<file path="src/rtl/core/rhb_pkg.sv">
package rhb_pkg;

    localparam int COORD_W    = 10;
    localparam int HEIGHT_W   = 24;
    localparam int RAD_W      = 19;
    localparam int MAXR_W     = RAD_W + 1;
    localparam int CFG_IDX_W  = 3;
    localparam int CFG_DATA_W = 24;
    localparam int SIDE_W     = HEIGHT_W + 2;

    localparam int DEF_GRID_SIZE = 1024;
    localparam int DEF_FRAC_BITS = 8;

    localparam logic signed [HEIGHT_W-1:0] HMAX = {1'b0, {(HEIGHT_W-1){1'b1}}};
    localparam logic signed [HEIGHT_W-1:0] HMIN = {1'b1, {(HEIGHT_W-1){1'b0}}};

    typedef enum logic [CFG_IDX_W-1:0] {
        CFG_CENTER_X      = 3'd0,
        CFG_CENTER_Y      = 3'd1,
        CFG_RAISE_RADIUS  = 3'd2,
        CFG_FEATHER_WIDTH = 3'd3,
        CFG_LIFT_AMOUNT   = 3'd4
    } t_cfg_idx;

    typedef struct packed {
        logic [COORD_W-1:0]         cell_col;
        logic [COORD_W-1:0]         cell_row;
        logic signed [HEIGHT_W-1:0] cell_height;
    } t_cell;

    typedef struct packed {
        logic signed [HEIGHT_W-1:0] new_height;
        logic                       touched;
        logic                       clipped;
    } t_result;

    // Width of the squared distance in fixed point.
    function automatic int rhb_d2_w(input int frac);
        return 2 * COORD_W + 1 + 2 * frac;
    endfunction

    function automatic int rhb_root_w(input int frac);
        return (rhb_d2_w(frac) + 1) / 2;
    endfunction

    // Four front stages, square root, two ring stages, divider, output register.
    function automatic int rhb_latency(input int frac);
        return 4 + rhb_root_w(frac) + 2 + HEIGHT_W + 1;
    endfunction

endpackage

</file>
<file path="src/rtl/core/rhb_sqrt.sv">
module rhb_sqrt import rhb_pkg::*; #(
    parameter int IN_W   = 37,
    parameter int SIDE_W = 26
) (
    input  logic                      i_clk,
    input  logic                      i_rst_n,
    input  logic                      i_valid,
    input  logic [IN_W-1:0]           i_rad,
    input  logic [SIDE_W-1:0]         i_side,
    output logic                      o_valid,
    output logic [(IN_W+1)/2-1:0]     o_root,
    output logic [SIDE_W-1:0]         o_side
);

    localparam int STEPS  = (IN_W + 1) / 2;
    localparam int ROOT_W = STEPS;
    localparam int PAD_W  = 2 * STEPS;
    localparam int RW     = ROOT_W + 3;

    logic              r_v    [STEPS];
    logic [PAD_W-1:0]  r_rad  [STEPS];
    logic [RW-1:0]     r_rem  [STEPS];
    logic [ROOT_W-1:0] r_root [STEPS];
    logic [SIDE_W-1:0] r_side [STEPS];

    // One result bit per stage: bring down two radicand bits, try the next root bit.
    for (genvar k = 0; k < STEPS; k++) begin : g_step
        logic              p_v;
        logic [PAD_W-1:0]  p_rad;
        logic [RW-1:0]     p_rem;
        logic [ROOT_W-1:0] p_root;
        logic [SIDE_W-1:0] p_side;
        logic [RW-1:0]     rem_sh;
        logic [RW-1:0]     trial;
        logic              ge;

        if (k == 0) begin : g_first
            assign p_v    = i_valid;
            assign p_rad  = PAD_W'(i_rad);
            assign p_rem  = '0;
            assign p_root = '0;
            assign p_side = i_side;
        end else begin : g_next
            assign p_v    = r_v[k-1];
            assign p_rad  = r_rad[k-1];
            assign p_rem  = r_rem[k-1];
            assign p_root = r_root[k-1];
            assign p_side = r_side[k-1];
        end

        assign rem_sh = {p_rem[RW-3:0], p_rad[2*(STEPS-1-k) +: 2]};
        assign trial  = RW'({p_root, 2'b01});
        assign ge     = (rem_sh >= trial);

        always_ff @(posedge i_clk) begin
            if (!i_rst_n) begin
                r_v[k] <= 1'b0;
            end else begin
                r_v[k] <= p_v;
            end
        end

        always_ff @(posedge i_clk) begin
            r_rad[k]  <= p_rad;
            r_rem[k]  <= ge ? (rem_sh - trial) : rem_sh;
            r_root[k] <= {p_root[ROOT_W-2:0], ge};
            r_side[k] <= p_side;
        end
    end

    assign o_valid = r_v[STEPS-1];
    assign o_root  = r_root[STEPS-1];
    assign o_side  = r_side[STEPS-1];

endmodule

</file>
<file path="config.mk">
export PLATFORM = sky130hd
export DESIGN_NAME = rhb_sqrt
export DESIGN_NICKNAME = d
export VERILOG_FILES = /design/src/rtl/core/rhb_pkg.sv /design/src/rtl/core/rhb_sqrt.sv
export SDC_FILE = /design/constraint.sdc
export NUM_CORES = 1
export LEC_CHECK = 0
export BUFFER_PORTS_ARGS = -buffer_cell sky130_fd_sc_hd__buf_2
export CORE_MARGIN = 5
export CORE_UTILIZATION = 30
export CTS_CLUSTER_DIAMETER = 100
export CTS_CLUSTER_SIZE = 16
export DETAILED_ROUTE_END_ITERATION = 8
export PLACE_DENSITY = 0.44
export SKIP_CTS_REPAIR_TIMING = 1
export SLEW_MARGIN = 10
export SYNTH_ARGS = -nofsm -noshare
export SYNTH_HDL_FRONTEND = slang
export SYNTH_SLANG_ARGS = --single-unit
export TNS_END_PERCENT = 30
</file>
<file path="constraint.sdc">
create_clock -name i_clk -period 6.6 [get_ports i_clk]
set_clock_uncertainty 0.15 [all_clocks]
set_input_delay 0.33 -clock i_clk [delete_from_list [all_inputs] [get_ports i_clk]]
set_output_delay 0.33 -clock i_clk [all_outputs]
set_load 0.01 [all_outputs]
</file>
Yosys cells after proc, flatten, opt, wreduce, memory -nomap -nowiden --
Memory sizes are Yosys's and may differ from the RTL's. Cells that the tools add are included.
Word-level totals: register bits 0, bits in writable memories 2014, bits of input ports 66, output and inout port bits 46, logic and storage cells 102, memories 5
Operators by class: add/sub/neg operators 19, magnitude comparators 19, multiplexer cells 40, bitwise operators 19
Memories:
- r_rad | words 19, width 38, rd ports 18, clocked after memory_dff 0, write ports 19, RTL line rhb_sqrt.sv:21 | logic [PAD_W-1:0] r_rad [STEPS];
- r_side | words 19, width 26, rd ports 19, clocked after memory_dff 0, write ports 19, RTL line rhb_sqrt.sv:24 | logic [SIDE_W-1:0] r_side [STEPS];
- r_rem | words 19, width 22, rd ports 18, clocked after memory_dff 0, write ports 19, RTL line rhb_sqrt.sv:22 | logic [RW-1:0] r_rem [STEPS];
- r_root | words 19, width 19, rd ports 19, clocked after memory_dff 0, write ports 19, RTL line rhb_sqrt.sv:23 | logic [ROOT_W-1:0] r_root [STEPS];
- r_v | words 19, width 1, rd ports 19, clocked after memory_dff 0, write ports 19, RTL line rhb_sqrt.sv:20 | logic r_v [STEPS];
Operators with widths (count):
- 22-bit 2-to-1 mux | 19
- 22-bit by 21-bit greater-or-equal comparator with 1-bit output | 18
- 22-bit by 21-bit subtractor with 22-bit output | 18
- 1-bit 2-to-1 mux | 21
- 1-bit bitwise OR | 19
- 1-bit by 1-bit subtractor with 2-bit output (second input constant) | 1
- 1-bit greater-or-equal comparator (second input constant) | 1

Longest topological paths before layout --
An unclocked memory read counts as a cell.
depth in word-level cells 3, mapped depth 13, mapped depth without buffers 11

Worst setup path after synthesis --
OpenSTA, ideal clock, no wires.
path type reg-to-reg, start point memory r_root[3][2] in the netlist's numbering, end point memory r_rem[4][15] in the netlist's numbering, library setup time 72 ps, arrival time 2703 ps, data required time 6378 ps, path slack 3676 ps, stages on the path, launching flop included 10, buffers on the path 0, period minus slack after synthesis 2924 ps, cell sequence dfxtp_1 inv_1 ha_1 nand4_1 o311a_1 and2_0 a2111oi_0 nand2_1 nor2_1 xor2_1
RTL lines (RTL line):
- from (decl) | rhb_sqrt.sv:23
- to (decl) | rhb_sqrt.sv:22

==> impl_metrics.yaml <==
status:
  status: "completed"
cells_and_area:
  drive_above_1_share: 0.0727
  syn2layout_area_growth_pct: 14.6
  final_cell_mix: "dfxtp_1, inv_1, ha_1, nand2_1, nor2_1"
  finish.instance_area_um2: 47100
  final_core_util: 0.344
  diodes: 0
  nets: 4032
  final_common_cell: "dfxtp_1"
power:
  p_leak_nw: 21.0
  swShare: 0.261
  power_frac_comb: 0.136
  p_sw_w: 0.00462
  intPower_w: 0.0131
  clkPwrFrac: 0.303
  fin_total_pwr_w: 0.0177
  power_per_cell_area_nw_per_um2: 376
  p_seq_frac: 0.560
  ir_worst_vdd_uv: 225
placed_design:
  hpwl_um: 49200
  gp_congestion: 0.804
  postPlaceCellArea_um2: 43800
  numPortBuffers: 111
sta:
  maxSlewViolCount: 0
  hold_viol_final: 0
  hold_ws_ps: 108
  rsz0062_at_grt: "false"
  post-route-period-util: 0.561
  worst_pin_slew_ps: 810
  post-route-min-period_ps: 3700
  setup_violations: 0
  relSlewSlack: 0.456
  fmax_ghz: 0.270
  fin_tns_setup_ps: 0
global_routing:
  grtUsageTotal: 0.0961
  grt_pass1_wl_um: 115000
  grt_max_degree: 35
  grt-ovfl-total: 0
  grt_pass1_vias: 22760
  antenna_found_initial: 0
yosys:
  synth.avg_cell_area_um2: 11.7
  async_flop_share: 0
  ys_seq_area_frac: 0.669
  synth-edff-count: 0
  synth_nets: 3795
  synth_cell_type_count: 72
  synth_compound_area_frac: 0.0876
  synth_area_um2: 41200
  synthFlopType: "dfxtp_1"
  synthXorXnorAreaFrac: 0.0526
  yosys_warnings: 0
  synth_mux_area_frac: 0.00693
  synthAdderAreaFrac: 0.0632
  synth_top_family_by_area: "simple AND/OR/NAND/NOR gates"
  synth_simple_gate_area_frac: 0.0922
  netlist_instances: 3521
  ys_seq_elements: 1376
clock_tree:
  ctsRootBufferMaster: "clkbuf_16"
  cts_buffer_depth: 3
  numCtsBuffers: 96
  clk_pin_slew_ps: 70
  tritoncts: "built"
  htreeDepth: 3
  clock-sinks: 1376
  clk_latency_ps: 710
routing:
  vias: 23119
  drtIter0Drc: 987
  ant_nets: 0
  wire_per_inst_um: 12.5
  routed_wl_um: 69400
  viasPerCell: 4.16
  drc_errors: 0
  drt_pass1_iterations: 7
floorplanning:
  io_pins: 112
  rows: 136
  die_area_um2: 145000
  start_util: 0.300
  design.core.area_um2: 137000
  dieWidth_um: 380
  die_y_um: 380
critical_path:
  critPathArrivalTime_ps: 4160
  required_ps: 7050
  endpoint_kind: "register"
  cp-start-kind: "register"
  cp_max_fo: 26
  criticalPathCategory: "reg -> reg"
  critical-path-max-stage-delay_ps: 670
  crit_chain: "inv_1 -> ha_1 -> a21oi_1 -> nor2_1 -> a211oi_1 -> nor2_1 -> a2111oi_0 -> and3_1 -> clkinv_1 -> mux2_2"
  cp_common_cell: "nor2_1"
  cp_slowest_cell: "clkinv_1"
job:
  maxCapViolCount: 0
worst_hold_path:
  hold_path.class: "in -> reg"
==> sequential cells by signal, indices dropped and copies added (netlist names) <==
name / count
r_v: 19
r_rad: 358
r_rem: 331
r_side: 494
r_root: 174
==> final cells by class <==
class	count	area, µm²
Clock buffer	100	2450
Multi-Input combinational cell	1842	12500
Fill cell	13622	89800
Sequential cell	1376	27500
Tap cell	1794	2240
Clock inverter	8	183
Inverter	255	957
Timing Repair Buffer	187	1290
==> worst paths after layout <==
check	startpoint	endpoint	slack, ps	cells past startpoint
setup reg to reg	r_root[13][9]$_DFF_P_	r_rem[14][12]$_DFF_P_	2900	10
hold / removal	i_rad[28]	r_rad[0][28]$_DFF_P_	110	2
hold reg to reg	r_rad[8][4]$_DFF_P_	r_rad[9][4]$_DFF_P_	160	0
setup / recovery	r_root[13][9]$_DFF_P_	r_rem[14][12]$_DFF_P_	2900	10
==> cell usage after synthesis (all sizes together) (9+ instances only) <==
library cell / number / area [µm²]
o31a: 9 / 78.8
nand2b: 41 / 257
and2: 23 / 144
a31oi: 15 / 93.8
a2111oi: 12 / 105
ha: 208 / 2600
a21boi: 11 / 82.6
nor3b: 9 / 72.6
a211oi: 18 / 135
inv: 253 / 950
or4: 22 / 165
nor2b: 34 / 213
nor3: 88 / 440
nand3: 32 / 160
nand4: 26 / 163
o21a: 33 / 248
o31ai: 29 / 218
nor4: 30 / 188
or3: 23 / 149
xnor2: 128 / 1120
o21ai: 177 / 886
nor2: 196 / 736
a21oi: 179 / 896
or2: 13 / 81.3
a21o: 42 / 315
dfxtp: 1376 / 27500
o211ai: 13 / 97.6
nand2: 199 / 747
clkbuf: 43 / 161
and3: 12 / 75.1
mux2: 20 / 225
xor2: 119 / 1040
==> routing by layer <==
layer  routed length, µm  GRT usage  part of all wire
met4                2070     0.0383             0.030
met3                2960     0.0213             0.043
met2               32500      0.163              0.47
met5                   0          0                 0
met1               31900      0.119              0.46
==> per-stage QoR <==
stage	std cells	setup slack, ps
final	5562	2900
after global routing	5562	2510
after CTS	5496	2830
after detailed placement	5388	2850
after global placement	5388	2810
after floorplan	3521	3680
==> logic make-up after synthesis <==
kind of cell	Yosys count
flops	1376
simple gates	772
xor+xnor	247
fa+ha+maj	208
buf+inv	303
compound gates	588
other cells	1
mux	26
==> power by group through the flow <==
stage	clock (W)	combinational, W	sequential [W]
6_report	0.00538	0.00242	0.00994
3_5_place_dp	0	0.00240	0.0101
5_1_grt	0.00606	0.00277	0.0101
4_1_cts	0.00574	0.00241	0.00996
2_1_floorplan	0	0.00190	0.00993
3_3_place_gp	0	0.00240	0.0101
==> worst max-delay path, delay by kind of cell (launching register included) <==
family / cells / cell delay, ps
fa+ha+maj: 1 / 330
simple gates: 3 / 610
flops: 1 / 330
compound gates: 3 / 960
buf+inv: 2 / 710
mux: 1 / 500
Note: power is estimated with default switching activity, not from simulation.
