<file path="src/rtl/core/rhb_pkg.sv">
package rhb_pkg;

    localparam int COORD_W    = 10;
    localparam int HEIGHT_W   = 24;
    localparam int RAD_W      = 19;
    localparam int MAXR_W     = RAD_W + 1;
    localparam int CFG_IDX_W  = 3;
    localparam int CFG_DATA_W = 24;
    localparam int SIDE_W     = HEIGHT_W + 2;

    localparam int DEF_GRID_SIZE = 1024;
    localparam int DEF_FRAC_BITS = 8;

    localparam logic signed [HEIGHT_W-1:0] HMAX = {1'b0, {(HEIGHT_W-1){1'b1}}};
    localparam logic signed [HEIGHT_W-1:0] HMIN = {1'b1, {(HEIGHT_W-1){1'b0}}};

    typedef enum logic [CFG_IDX_W-1:0] {
        CFG_CENTER_X      = 3'd0,
        CFG_CENTER_Y      = 3'd1,
        CFG_RAISE_RADIUS  = 3'd2,
        CFG_FEATHER_WIDTH = 3'd3,
        CFG_LIFT_AMOUNT   = 3'd4
    } t_cfg_idx;

    typedef struct packed {
        logic [COORD_W-1:0]         cell_col;
        logic [COORD_W-1:0]         cell_row;
        logic signed [HEIGHT_W-1:0] cell_height;
    } t_cell;

    typedef struct packed {
        logic signed [HEIGHT_W-1:0] new_height;
        logic                       touched;
        logic                       clipped;
    } t_result;

    // Width of the squared distance in fixed point.
    function automatic int rhb_d2_w(input int frac);
        return 2 * COORD_W + 1 + 2 * frac;
    endfunction

    function automatic int rhb_root_w(input int frac);
        return (rhb_d2_w(frac) + 1) / 2;
    endfunction

    // Four front stages, square root, two ring stages, divider, output register.
    function automatic int rhb_latency(input int frac);
        return 4 + rhb_root_w(frac) + 2 + HEIGHT_W + 1;
    endfunction

endpackage

</file>
<file path="src/rtl/core/rhb_div.sv">
module rhb_div import rhb_pkg::*; #(
    parameter int DEN_W  = 19,
    parameter int Q_W    = 24,
    parameter int SIDE_W = 26
) (
    input  logic                   i_clk,
    input  logic                   i_rst_n,
    input  logic                   i_valid,
    input  logic [DEN_W+Q_W-1:0]   i_num,
    input  logic [DEN_W-1:0]       i_den,
    input  logic [SIDE_W-1:0]      i_side,
    output logic                   o_valid,
    output logic [Q_W-1:0]         o_quo,
    output logic [SIDE_W-1:0]      o_side
);

    // The upper DEN_W bits of the numerator must already be below the divisor.
    logic              r_v    [Q_W];
    logic [DEN_W-1:0]  r_r    [Q_W];
    logic [Q_W-1:0]    r_nq   [Q_W];
    logic [SIDE_W-1:0] r_side [Q_W];

    for (genvar k = 0; k < Q_W; k++) begin : g_step
        logic              p_v;
        logic [DEN_W-1:0]  p_r;
        logic [Q_W-1:0]    p_nq;
        logic [SIDE_W-1:0] p_side;
        logic [DEN_W:0]    r_sh;
        logic [DEN_W:0]    r_sub;
        logic              ge;

        if (k == 0) begin : g_first
            assign p_v    = i_valid;
            assign p_r    = i_num[DEN_W+Q_W-1:Q_W];
            assign p_nq   = i_num[Q_W-1:0];
            assign p_side = i_side;
        end else begin : g_next
            assign p_v    = r_v[k-1];
            assign p_r    = r_r[k-1];
            assign p_nq   = r_nq[k-1];
            assign p_side = r_side[k-1];
        end

        assign r_sh  = {p_r, p_nq[Q_W-1]};
        assign ge    = (r_sh >= {1'b0, i_den});
        assign r_sub = ge ? (r_sh - {1'b0, i_den}) : r_sh;

        always_ff @(posedge i_clk) begin
            if (!i_rst_n) begin
                r_v[k] <= 1'b0;
            end else begin
                r_v[k] <= p_v;
            end
        end

        always_ff @(posedge i_clk) begin
            r_r[k]    <= r_sub[DEN_W-1:0];
            r_nq[k]   <= {p_nq[Q_W-2:0], ge};
            r_side[k] <= p_side;
        end
    end

    assign o_valid = r_v[Q_W-1];
    assign o_quo   = r_nq[Q_W-1];
    assign o_side  = r_side[Q_W-1];

endmodule

</file>
<file path="config.mk">
export PLATFORM = sky130hd
export DESIGN_NAME = rhb_div
export DESIGN_NICKNAME = d
export VERILOG_FILES = /design/src/rtl/core/rhb_pkg.sv /design/src/rtl/core/rhb_div.sv
export SDC_FILE = /design/constraint.sdc
export NUM_CORES = 2
export LEC_CHECK = 0
export BUFFER_PORTS_ARGS = -buffer_cell sky130_fd_sc_hd__buf_2
export CAP_MARGIN = 10
export CELL_PAD_IN_SITES_DETAIL_PLACEMENT = 1
export CELL_PAD_IN_SITES_GLOBAL_PLACEMENT = 1
export CORE_MARGIN = 2
export CORE_UTILIZATION = 50
export DETAILED_ROUTE_END_ITERATION = 12
export GPL_TIMING_DRIVEN = 1
export PLACE_DENSITY = 0.86
export RECOVER_POWER = 25
export SLEW_MARGIN = 10
export SYNTH_ARGS = -nofsm -noshare
export SYNTH_HDL_FRONTEND = slang
export SYNTH_SLANG_ARGS = --single-unit
</file>
<file path="constraint.sdc">
create_clock -name i_clk -period 10.1 [get_ports i_clk]
set_input_delay 2.02 -clock i_clk [delete_from_list [all_inputs] [get_ports i_clk]]
set_output_delay 2.02 -clock i_clk [all_outputs]
set_load 0.005 [all_outputs]
</file>
=== Yosys cells after proc, flatten, opt, wreduce, memory -nomap -nowiden ===
Memories as Yosys holds them, arrays and structs flattened.
Cells that the tools add are included.

* Bits of input ports: 91
* Output and inout port bits: 51
* Memory bits (writable): 1,680
* Memories: 4
* Register bits after elaboration: 0

{| class="wikitable"
|+ Memory list
! memory !! depth !! width !! rd ports !! clocked after Yosys merged registers in !! write ports !! line !! text
|-
| r_side || 24 || 26 || 24 || 0 || 24 || rhb_div.sv:21 || <nowiki>logic [SIDE_W-1:0] r_side [Q_W];</nowiki>
|-
| r_nq || 24 || 24 || 24 || 0 || 24 || rhb_div.sv:20 || <nowiki>logic [Q_W-1:0] r_nq [Q_W];</nowiki>
|-
| r_r || 24 || 19 || 23 || 0 || 24 || rhb_div.sv:19 || <nowiki>logic [DEN_W-1:0] r_r [Q_W];</nowiki>
|-
| r_v || 24 || 1 || 24 || 0 || 24 || rhb_div.sv:18 || <nowiki>logic r_v [Q_W];</nowiki>
|}

* Multiplexer cells: 50
* Add/sub/neg operators: 24
* Bitwise operators: 24
* Magnitude comparators: 24

{| class="wikitable"
|+ Operators by type and width
! cell !! number
|-
| $ge 20x19->1 || 24
|-
| $mux 19 || 24
|-
| $sub 19x19->19 || 24
|-
| $mux 1 || 26
|-
| $or 1x1->1 || 24
|}

=== Logic depth before layout (Yosys ltp) ===
An unclocked memory read counts as a cell.

* Depth after elaboration: 3
* Gate-level depth with buffers: 14

=== Worst setup path before layout ===
OpenSTA, ideal clock, no wires.

* Path type: input to register
* Start point: input i_den[2]
* End point: memory r_r[7][11], in the netlist r_r[0][144]
* Stages on the path: 12
* Setup slack: 5.002 ns
* Data arrival time: 4.978 ns
* Setup time: 0.121 ns
* Cells stage by stage: inv_1 -> ha_1 -> nor2b_1 -> o211ai_1 -> a21oi_1 -> o21a_1 -> a311o_1 -> a211oi_1 -> o21bai_1 -> a211oi_1 -> buf_4 -> mux2_2

{| class="wikitable"
|+ RTL lines
! element !! line !! text
|-
| start: declaration || rhb_div.sv:10 || <nowiki>input logic [DEN_W-1:0] i_den,</nowiki>
|-
| end: declaration || rhb_div.sv:19 ||
|}

==> impl_metrics.env <==
export IMPL_status="complete, no violations"
export IMPL_wl_per_cell_um=20.00
export IMPL_met1Wirelength_um=59360
export IMPL_synth_seq_cells=1661
export IMPL_cts_hold_buffers=0
export IMPL_synth_top_cell_area_share_pct=56.86
export IMPL_leakagePower_nw=29.14
export IMPL_finalSetupViolations=0
export IMPL_swShare_pct=35.71
export IMPL_syn_avg_cell_area_um2=11.08
export IMPL_wl_um=143900
export IMPL_vias=39290
export IMPL_ys_warn_count=0
export IMPL_p_seq_share_pct=36.6
export IMPL_synth_edf_count=0
export IMPL_worstSetupEndpointType="register"
export IMPL_required_ns=10.77
export IMPL_start_util_pct=50.39
export IMPL_comb_power_share_pct=38.3
export IMPL_clock_sinks=1661
export IMPL_die_w_um=346.0
export IMPL_yosys_area_top_type="dfxtp_1"
export IMPL_slew_limit_headroom_pct=16.51
export IMPL_final_hold_violation_count=0
export IMPL_synth_main_ff_cell="dfxtp_1"
export IMPL_postSynthCellCount=5278
export IMPL_htreeDepth=4
export IMPL_max_freq_mhz=180.5
export IMPL_grt_remaining_overflow=0
export IMPL_track_usage_pct=23.92
export IMPL_final_cell_mix="dfxtp_1, ha_1, o21ai_0"
export IMPL_worst_r2r_setup_slack_ns=6.15
export IMPL_grt_pass1_wl_um=228800
export IMPL_cp_start_kind="input port"
export IMPL_die_y_um=346.0
export IMPL_grt_pass1_vias=42550
export IMPL_synth_distinct_cells=76
export IMPL_grt_max_degree=40
export IMPL_peakVddDrop_v=0.0002226
export IMPL_area_growth_pct=14.34
export IMPL_routabilityCongestion=0.8654
export IMPL_post_cts_setup_buffers=0
export IMPL_ant_nets=0
export IMPL_clock_latency_ns=0.80
export IMPL_period_share_pct=54.86
export IMPL_postCtsResizedCells=0
export IMPL_wl_met3_um=6357
export IMPL_internal_power_mw=16.20
export IMPL_finalNetCount=6105
export IMPL_hold_class="reg2reg"
export IMPL_dr_wl_met2_um=72500
export IMPL_drt_initial_drc_count=1946
export IMPL_skew_ns=0.05475
export IMPL_synth_area_top_cells="dfxtp_1, ha_1, o21ai_0, mux2_2, xnor2_1"
export IMPL_final_setup_tns_ns=0
export IMPL_cp_max_fo=34
export IMPL_synth_nets=5848
export IMPL_critPathArrivalTime_ns=6.21
export IMPL_drv_slew=0
export IMPL_top_layer_used="met5"
export IMPL_dieArea_um2=119700
export IMPL_io_buffers=141
export IMPL_cts_buffers=164
export IMPL_cts_tree="built"
export IMPL_rsz0062_at_grt="no"
export IMPL_rows=125
export IMPL_final_common_cell="dfxtp_1"
export IMPL_pin_count=142
export IMPL_path_clk_slew_ns=0.07
export IMPL_synth_area_um2=58480
export IMPL_drive_above_1_share_pct=11.59
export IMPL_worst_slew_pin_slew_ns=1.252
export IMPL_p_per_area_nw_per_um2=376.9
export IMPL_ys_seq_area_share_pct=56.86
export IMPL_drt_first_pass_iters=6
export IMPL_core_area_um2=116000
export IMPL_setup_worst_path_class="in2reg"
export IMPL_drv_cap=0
export IMPL_clockBufferDepth=3
export IMPL_final_core_util_pct=57.62
export IMPL_synthArstFlopShare_pct=0
export IMPL_p_clk_share_pct=25.1
export IMPL_dp_hpwl_um=93490
export IMPL_viasPerCell=5.462
export IMPL_period_needed_ns=5.541
export IMPL_antenna_found_initial=5
export IMPL_netSwitchingPower_mw=8.998
export IMPL_drc=0
export IMPL_cts_root_buf="clkbuf_16"
area by class of cell:
type                            count  area, um^2
Antenna cell                        1       2.502
Clock buffer                      225        4683
Clock inverter                     75        1100
Fill cell                       12180       49190
Inverter                          161       604.3
Multi-Input combinational cell   3370       24330
Sequential cell                  1661       33250
Tap cell                         1524        1907
Timing Repair Buffer              177       983.4
state kept, by name, indices dropped and copies added, names as in the netlist:
name	count
r_r	437
r_side	624
r_v	24
r_nq	576
per-stage QoR:
stage	worst slack (ns)	total power [mW]	hold slack, ns	instances	instance area (um^2)
global placement	4.095	18.17	0.3095	6892	61060
detailed placement	3.987	18.69	0.3132	6892	61060
floorplan	5.002	16.29	0.3096	5278	58480
finish	4.559	25.20	0.2812	7194	66860
CTS	4.649	25.32	0.2895	7192	66840
global route	4.283	26.92	0.2991	7193	66860
cell usage after synthesis (21+ instances only):
cell and instances:
dfxtp_1 1661, ha_1 456, o21ai_0 398, nand2_1 380
a21oi_1 333, nor2_1 245, xnor2_1 193, mux2_2 163
inv_1 159, xor2_1 156, a21o_1 140, nand2b_1 75
nor3_1 73, clkbuf_1 68, nand3_1 66, nor2b_1 66
o21a_1 54, nand4_1 50, and2_1 46, and3_1 35
a31oi_1 30, o21bai_1 30, o211ai_1 29, o31ai_1 29
or3_1 28, mux2i_1 27, a211oi_1 24, fa_1 23
a21boi_0 21
power by group through the flow:
| stage | clock, mW | combinational (mW) | sequential (mW) |
|---|---|---|---|
| 2_1_floorplan | 0 | 7.39 | 8.90 |
| 3_3_place_gp | 0 | 8.88 | 9.29 |
| 3_5_place_dp | 0 | 9.34 | 9.34 |
| 4_1_cts | 6.48 | 9.60 | 9.25 |
| 5_1_grt | 6.77 | 10.8 | 9.38 |
| 6_report | 6.32 | 9.64 | 9.23 |
kinds of logic (layout without fill, tap and decap cells):
| family | after synthesis | count (layout) | share of synthesized area (%) |
|---|---|---|---|
| adders and majority gates | 479 | 479 | 10.54 |
| muxes | 191 | 191 | 3.620 |
| DFF | 1661 | 1661 | 56.86 |
| xor gates and xnor gates | 349 | 349 | 5.227 |
| other | 0 | 1 | 0 |
| buffers and inverters | 247 | 638 | 1.633 |
| AOI/OAI and AO/OA | 1207 | 1207 | 12.67 |
| and+or+nand+nor | 1144 | 1144 | 9.442 |
final timing paths:
check                              to  cells after the start           startpoint
setup / recovery  r_r[1][131]$_DFF_P_                     13             i_den[0]
hold / removal    r_nq[0][94]$_DFF_P_                      0  r_nq[0][69]$_DFF_P_
setup reg to reg   r_r[2][14]$_DFF_P_                     12  r_nq[3][95]$_DFF_P_
hold reg to reg   r_nq[0][94]$_DFF_P_                      0  r_nq[0][69]$_DFF_P_
critical path, stage by stage:
cell,delay (ns)
buf_2,0.32
buf_4,0.40
ha_1,0.27
fa_1,0.25
nor2b_1,0.10
o21bai_1,0.16
a21boi_0,0.16
o41ai_1,0.70
a21oi_1,0.14
o21ai_0,0.23
a22o_1,0.85
inv_1,0.22
mux2_2,0.33
routing by layer:
layer	up-vias	GRT usage, %
met1	19100	28.14
met4	2	9.794
met2	811	42.98
li1	19010	-
met3	377	4.131
met5	-	0
No activity file was read; power rests on OpenSTA's default activity.
